[src/sv/arsf_pkg.sv]
`default_nettype none
package arsf_pkg;

  localparam int MAX_POINTS = 1024;
  localparam int ADDR_W = $clog2(MAX_POINTS);
  localparam int CNT_W = $clog2(MAX_POINTS + 1);
  localparam int COORD_W = 18;
  localparam int THR_W = 16;
  localparam int RAD_W = 40;
  localparam int OUT_W = 48;
  localparam int DIV_W = 64;
  localparam int DIV_CNT_W = $clog2(DIV_W);

  localparam logic [THR_W-1:0] THR_RESET = THR_W'(17);

  typedef struct packed {
    logic              start;
    logic [DIV_W-1:0]  dividend;
    logic [DIV_W-1:0]  divisor;
  } div_req_t;

  typedef struct packed {
    logic              done;
    logic [DIV_W-1:0]  quotient;
  } div_rsp_t;

endpackage
`default_nettype wire

[src/sv/arsf_divider.sv]
`default_nettype none
module arsf_divider (
  input  wire logic               clk,
  input  wire logic               rst_n,
  input  wire arsf_pkg::div_req_t req,
  output arsf_pkg::div_rsp_t      rsp
);

  logic [arsf_pkg::DIV_W-1:0]     rem_r;
  logic [arsf_pkg::DIV_W-1:0]     quo_r;
  logic [arsf_pkg::DIV_W-1:0]     dvs_r;
  logic [arsf_pkg::DIV_CNT_W-1:0] cnt_r;
  logic                           run_r;
  logic                           done_r;
  logic [arsf_pkg::DIV_W:0]       shifted;
  logic [arsf_pkg::DIV_W:0]       diff;
  logic                           fits;

  assign shifted = {rem_r, quo_r[arsf_pkg::DIV_W-1]};
  assign diff = shifted - {1'b0, dvs_r};
  assign fits = !diff[arsf_pkg::DIV_W];

  always_ff @(posedge clk) begin
    if (!rst_n) begin
      run_r <= 1'b0;
      done_r <= 1'b0;
      cnt_r <= '0;
    end else begin
      done_r <= 1'b0;
      if (req.start) begin
        run_r <= 1'b1;
        cnt_r <= '0;
        rem_r <= '0;
        quo_r <= req.dividend;
        dvs_r <= req.divisor;
      end else if (run_r) begin
        rem_r <= fits ? diff[arsf_pkg::DIV_W-1:0] : shifted[arsf_pkg::DIV_W-1:0];
        quo_r <= {quo_r[arsf_pkg::DIV_W-2:0], fits};
        cnt_r <= cnt_r + 1'b1;
        if (cnt_r == arsf_pkg::DIV_CNT_W'(arsf_pkg::DIV_W - 1)) begin
          run_r <= 1'b0;
          done_r <= 1'b1;
        end
      end
    end
  end

  assign rsp.done = done_r;
  assign rsp.quotient = quo_r;

endmodule
`default_nettype wire

[config.mk]
export PLATFORM = sky130hd
export DESIGN_NAME = arsf_divider
export DESIGN_NICKNAME = d
export VERILOG_FILES = /design/src/sv/arsf_pkg.sv /design/src/sv/arsf_divider.sv
export SDC_FILE = /design/constraint.sdc
export NUM_CORES = 1
export LEC_CHECK = 0
export ABC_AREA = 1
export BUFFER_PORTS_ARGS = -buffer_cell sky130_fd_sc_hd__buf_2
export CORE_AREA = 3 3 155 157
export DETAILED_ROUTE_END_ITERATION = 8
export DIE_AREA = 0 0 158 160
export PLACE_DENSITY = 0.86
export SETUP_SLACK_MARGIN = 0.02
export SLEW_MARGIN = 20
export SYNTH_ARGS = -nofsm -noshare
export SYNTH_HDL_FRONTEND = slang
export SYNTH_SLANG_ARGS = --single-unit
export TNS_END_PERCENT = 10
[constraint.sdc]
create_clock -name clk -period 9.4 [get_ports clk]
set_input_delay 0.94 -clock clk [delete_from_list [all_inputs] [get_ports clk]]
set_output_delay 0.94 -clock clk [all_outputs]
set_load 0.005 [all_outputs]
* Word-level counts from Yosys, hierarchy flattened
Index checks and enable logic that the tools add are counted.
** Storage, ports and cells
- Register bits after elaboration :: 200
- Output and inout port bits :: 65
- Word-level logic and storage cells :: 25
** Cells by class
- Add/sub/neg operators :: 2
- Eq/ne operators :: 1
- Multiplexer cells :: 8
- Bitwise gates (word level) :: 2
- Reduce and logical (&&, ||, !) cells :: 6
** Operators by type and width (number)
- 64-bit 2-to-1 mux :: 4
- 65-bit by 64-bit subtractor with 65-bit output :: 1
- 6-bit by 1-bit adder with 6-bit output (second input constant) :: 1
- 6-bit equality test (second input constant) :: 1
- 1-bit 2-to-1 mux :: 4
- 2-bit AND reduction :: 2
- 3-bit OR reduction :: 1
- 1-bit inverter :: 2
- 2-bit nonzero test :: 1
- 2-bit OR reduction :: 1
- 1-bit zero test :: 1

* Depth between registers and ports, before layout
- Depth after elaboration :: 4
- Gate-level depth with buffers :: 20

* Worst setup path before layout
OpenSTA, ideal clock, no wires.
- Kind :: input to register
- Start :: in rst_n
- End :: reg quo_r[0] in the netlist's numbering (enable)
- Setup time :: 0.493 ns
- Data arrival time :: 3.751 ns
- Required time :: 8.907 ns
- Slack :: 5.156 ns
- Stages :: 2
- Path buffers :: 0
- Cells stage by stage :: nand2_1 > nand2_1
** On the way
- Word-level cells in the longest chain between the ends :: 1
** RTL lines
- from (decl) :: line arsf_divider.sv:4 : input wire logic rst_n,
- 2-bit AND reduction (no line)
- to (signal assigned) :: line arsf_divider.sv:34 : quo_r <= req.dividend;
- to (signal assigned) :: line arsf_divider.sv:38 : quo_r <= {quo_r[arsf_pkg::DIV_W-2:0], fits};
- to (decl) :: line arsf_divider.sv:10 : logic [arsf_pkg::DIV_W-1:0] quo_r;
Every way passes these cells.
A chain may end at the register's enable or synchronous reset.

==> flow_summary.json <==
{
  "preCtsSetupSlack_ns": 5.57,
  "p_leak_nw": 8.97,
  "slowest_stage": "clkinv_2",
  "ir_drop_v": 0.000132,
  "synthFlopType": "edfxtp_1",
  "fin_crit_sh": 0.357,
  "final.setup_skew_ns": 0.0221,
  "max_slew_margin": 0.357,
  "crit_type": "in2reg",
  "end_kind": "flop",
  "cts_sinks": 200,
  "gp_congestion": 1.00,
  "synth_edf_count": 192,
  "wl_per_cell_microns": 16.0,
  "drc": 0,
  "min_path_type": "reg2reg",
  "fmax_mhz": 298,
  "initial_utilization": 0.641,
  "layout-drive-gt1-share": 0.121,
  "path_cells": "buf_2 > buf_4 > clkinv_2 > buf_4 > nand3_1 > nand2_1 > nand2_1 > inv_1",
  "crit_buf_inv": 5,
  "post_cts_resized": 0,
  "core_sq_um": 22600,
  "use_met2": 0.551,
  "powerDensity_nw_per_um2": 194,
  "die_height_microns": 160,
  "clk_pin_slew_ns": 0.09,
  "hold_viol_final": 0,
  "seqPwrFrac": 0.368,
  "run_status": "finished clean",
  "antenna_found_initial": 1,
  "slowest_delay_ns": 0.82,
  "synth-simple-area-share": 0.361,
  "n_antenna_cell": 0,
  "start_kind": "input port",
  "ys_seq_area_frac": 0.408,
  "maxSlewViolCount": 0,
  "cts_max_path_buffers": 2,
  "dpl-instance-area_sq_um": 15700,
  "power.total_mw": 3.16,
  "fin_hold_ws_ns": 0.524,
  "ios": 196,
  "finalWirelength_mm": 41.9,
  "p_sw_mw": 1.30,
  "synthAdderAreaFrac": 0.0574,
  "multiInputGateArea_sq_um": 6800,
  "crit_family": "buffers and inverters",
  "design_area_sq_um": 16300,
  "yosysWarnings": 0,
  "syn_avg_cell_area_sq_um": 6.81,
  "vias_per_cell": 5.22,
  "muxShareOfSynthArea": 0,
  "synth_xor_area_frac": 0.0193,
  "mostFrequentLayoutCell": "nand2_1",
  "top_usage_layer": "met2",
  "register_area_sq_um": 5930,
  "grtUsageMet3": 0.0545,
  "worst_ep_arrival_time_ns": 3.59,
  "power.internal_mw": 1.86,
  "postRouteAntennaNets": 0,
  "drtIter0Drc": 1154,
  "syn_to_final_growth_pct": 12.1,
  "synth_top_family_by_area": "simple AND/OR/NAND/NOR gates",
  "postCtsHoldBufs": 0,
  "worst_pin_slew_ns": 0.964,
  "synthCells": 2131,
  "vias": 13600,
  "first_global_vias": 13000,
  "grt_use_met1": 0.459,
  "cts_tree": "yes",
  "synthArstFlopShare": 0,
  "grt-ovfl-total": 0,
  "rsz0062_at_grt": "no",
  "fin_ws_ns": 6.04,
  "fin_setup_tns_ns": 0,
  "synth_compound_area_frac": 0.0300,
  "hpwl_mm": 32.8,
  "worstPathMaxFanout": 67,
  "post-cts-setup-buffers": 0,
  "layout_min_cycle_time_ns": 3.36,
  "cap_violations": 0,
  "layout.cells.non_filler": 2611,
  "place_inst": 2579,
  "grt_max_degree": 68,
  "design.die.area_sq_um": 25300,
  "pwr-share-clk": 0.245,
  "cp_data_required_time_ns": 9.63,
  "htreeDepth": 4,
  "yosysUniqueCellTypes": 40,
  "fill_cells": 1888,
  "switching_share": 0.412,
  "syn-num-nets": 2328,
  "mostFrequentLayoutCells": "nand2_1 (938), inv_1 (398), nor2_1 (220)",
  "drtPass1Iterations": 6,
  "dieWidth_microns": 158,
  "rows": 55,
  "nets": 2510,
  "ys_ff_latch": 200,
  "cts-buffers-inserted": 17,
  "syn_area_sq_um": 14500,
  "grt_first_pass_wirelength_mm": 66.0,
  "pwr-share-comb": 0.388,
  "utilization": 0.718,
  "port_buffers": 195,
  "clk_latency_ns": 0.46,
  "setup_viol": 0,
  "track_usage": 0.334,
  "clock-root-buffer": "clkbuf_16"
}
## per-layer routing
metal  wire (microns)  share of wire  vias to the layer above
li1                 -              -                     6834
met1            17200           0.41                     6074
met2            19800           0.47                      674
met3             3860          0.092                       59
met4              950          0.023                        0
met5                0              0                        -
## worst paths after layout
kind                                 from   endpoint  slack, ns  cells after the start
worst min register to register   cnt_r[0]   cnt_r[0]       0.52                      2
worst max-delay path             req[128]  rem_r[62]       6.04                      8
worst min-delay path             cnt_r[0]   cnt_r[0]       0.52                      2
worst max register to register  quo_r[63]  rem_r[37]       6.29                     19
## cell families (layout without fill, tap and decap cells)
kind of cell,Yosys count,in the layout
and+or+nand+nor,1300,1300
DFF,200,200
buffers and inverters,455,650
xor gates and xnor gates,32,32
adders and majority gates,66,66
AOI/OAI and AO/OA,78,78
## tightest hold or removal path, stage by stage (launching register included)
cell	delay, ns
dfxtp_1	0.34
nor2_1	0.09
nor3b_1	0.06
## power by group through the flow
stage / combinational, mW / sequential [mW] / clock (mW)
floorplan: 0.887 / 1.17 / 0
global placement: 1.16 / 1.18 / 0
finish: 1.23 / 1.16 / 0.773
CTS: 1.20 / 1.16 / 0.777
detailed placement: 1.19 / 1.18 / 0
global route: 1.37 / 1.17 / 0.815
## synthesized netlist by cell type, types with 7 or more instances
| master | count | share of area |
|---|---|---|
| inv_2 | 18 | 0.0047 |
| nor2_1 | 220 | 0.057 |
| inv_1 | 400 | 0.10 |
| buf_4 | 7 | 0.0036 |
| nand4_1 | 15 | 0.0065 |
| nor2_4 | 7 | 0.0054 |
| nor3_1 | 17 | 0.0059 |
| o21bai_1 | 10 | 0.0052 |
| clkbuf_1 | 13 | 0.0034 |
| nand2_1 | 939 | 0.24 |
| nand2_2 | 8 | 0.0034 |
| o21ai_0 | 7 | 0.0024 |
| edfxtp_1 | 192 | 0.40 |
| dfxtp_1 | 8 | 0.011 |
| xor2_1 | 32 | 0.019 |
| nand3b_1 | 14 | 0.0072 |
| ha_1 | 65 | 0.056 |
| nand3_1 | 57 | 0.020 |
| a21oi_1 | 56 | 0.019 |
## flip-flops by register name, summed over array words and instances (netlist names)
name    cells
rem_r      64
cnt_r       6
done_r      1
quo_r      64
dvs_r      64
run_r       1
## layout make-up
cell class              count  area share
multi-input cells        1476       0.418
clock buffers              18      0.0264
clock inverters            14      0.0106
flip-flops and latches    200       0.364
repair buffers            199      0.0618
well taps                 285      0.0219
inverters                 419      0.0968
Note: power is estimated with default switching activity, not from simulation.
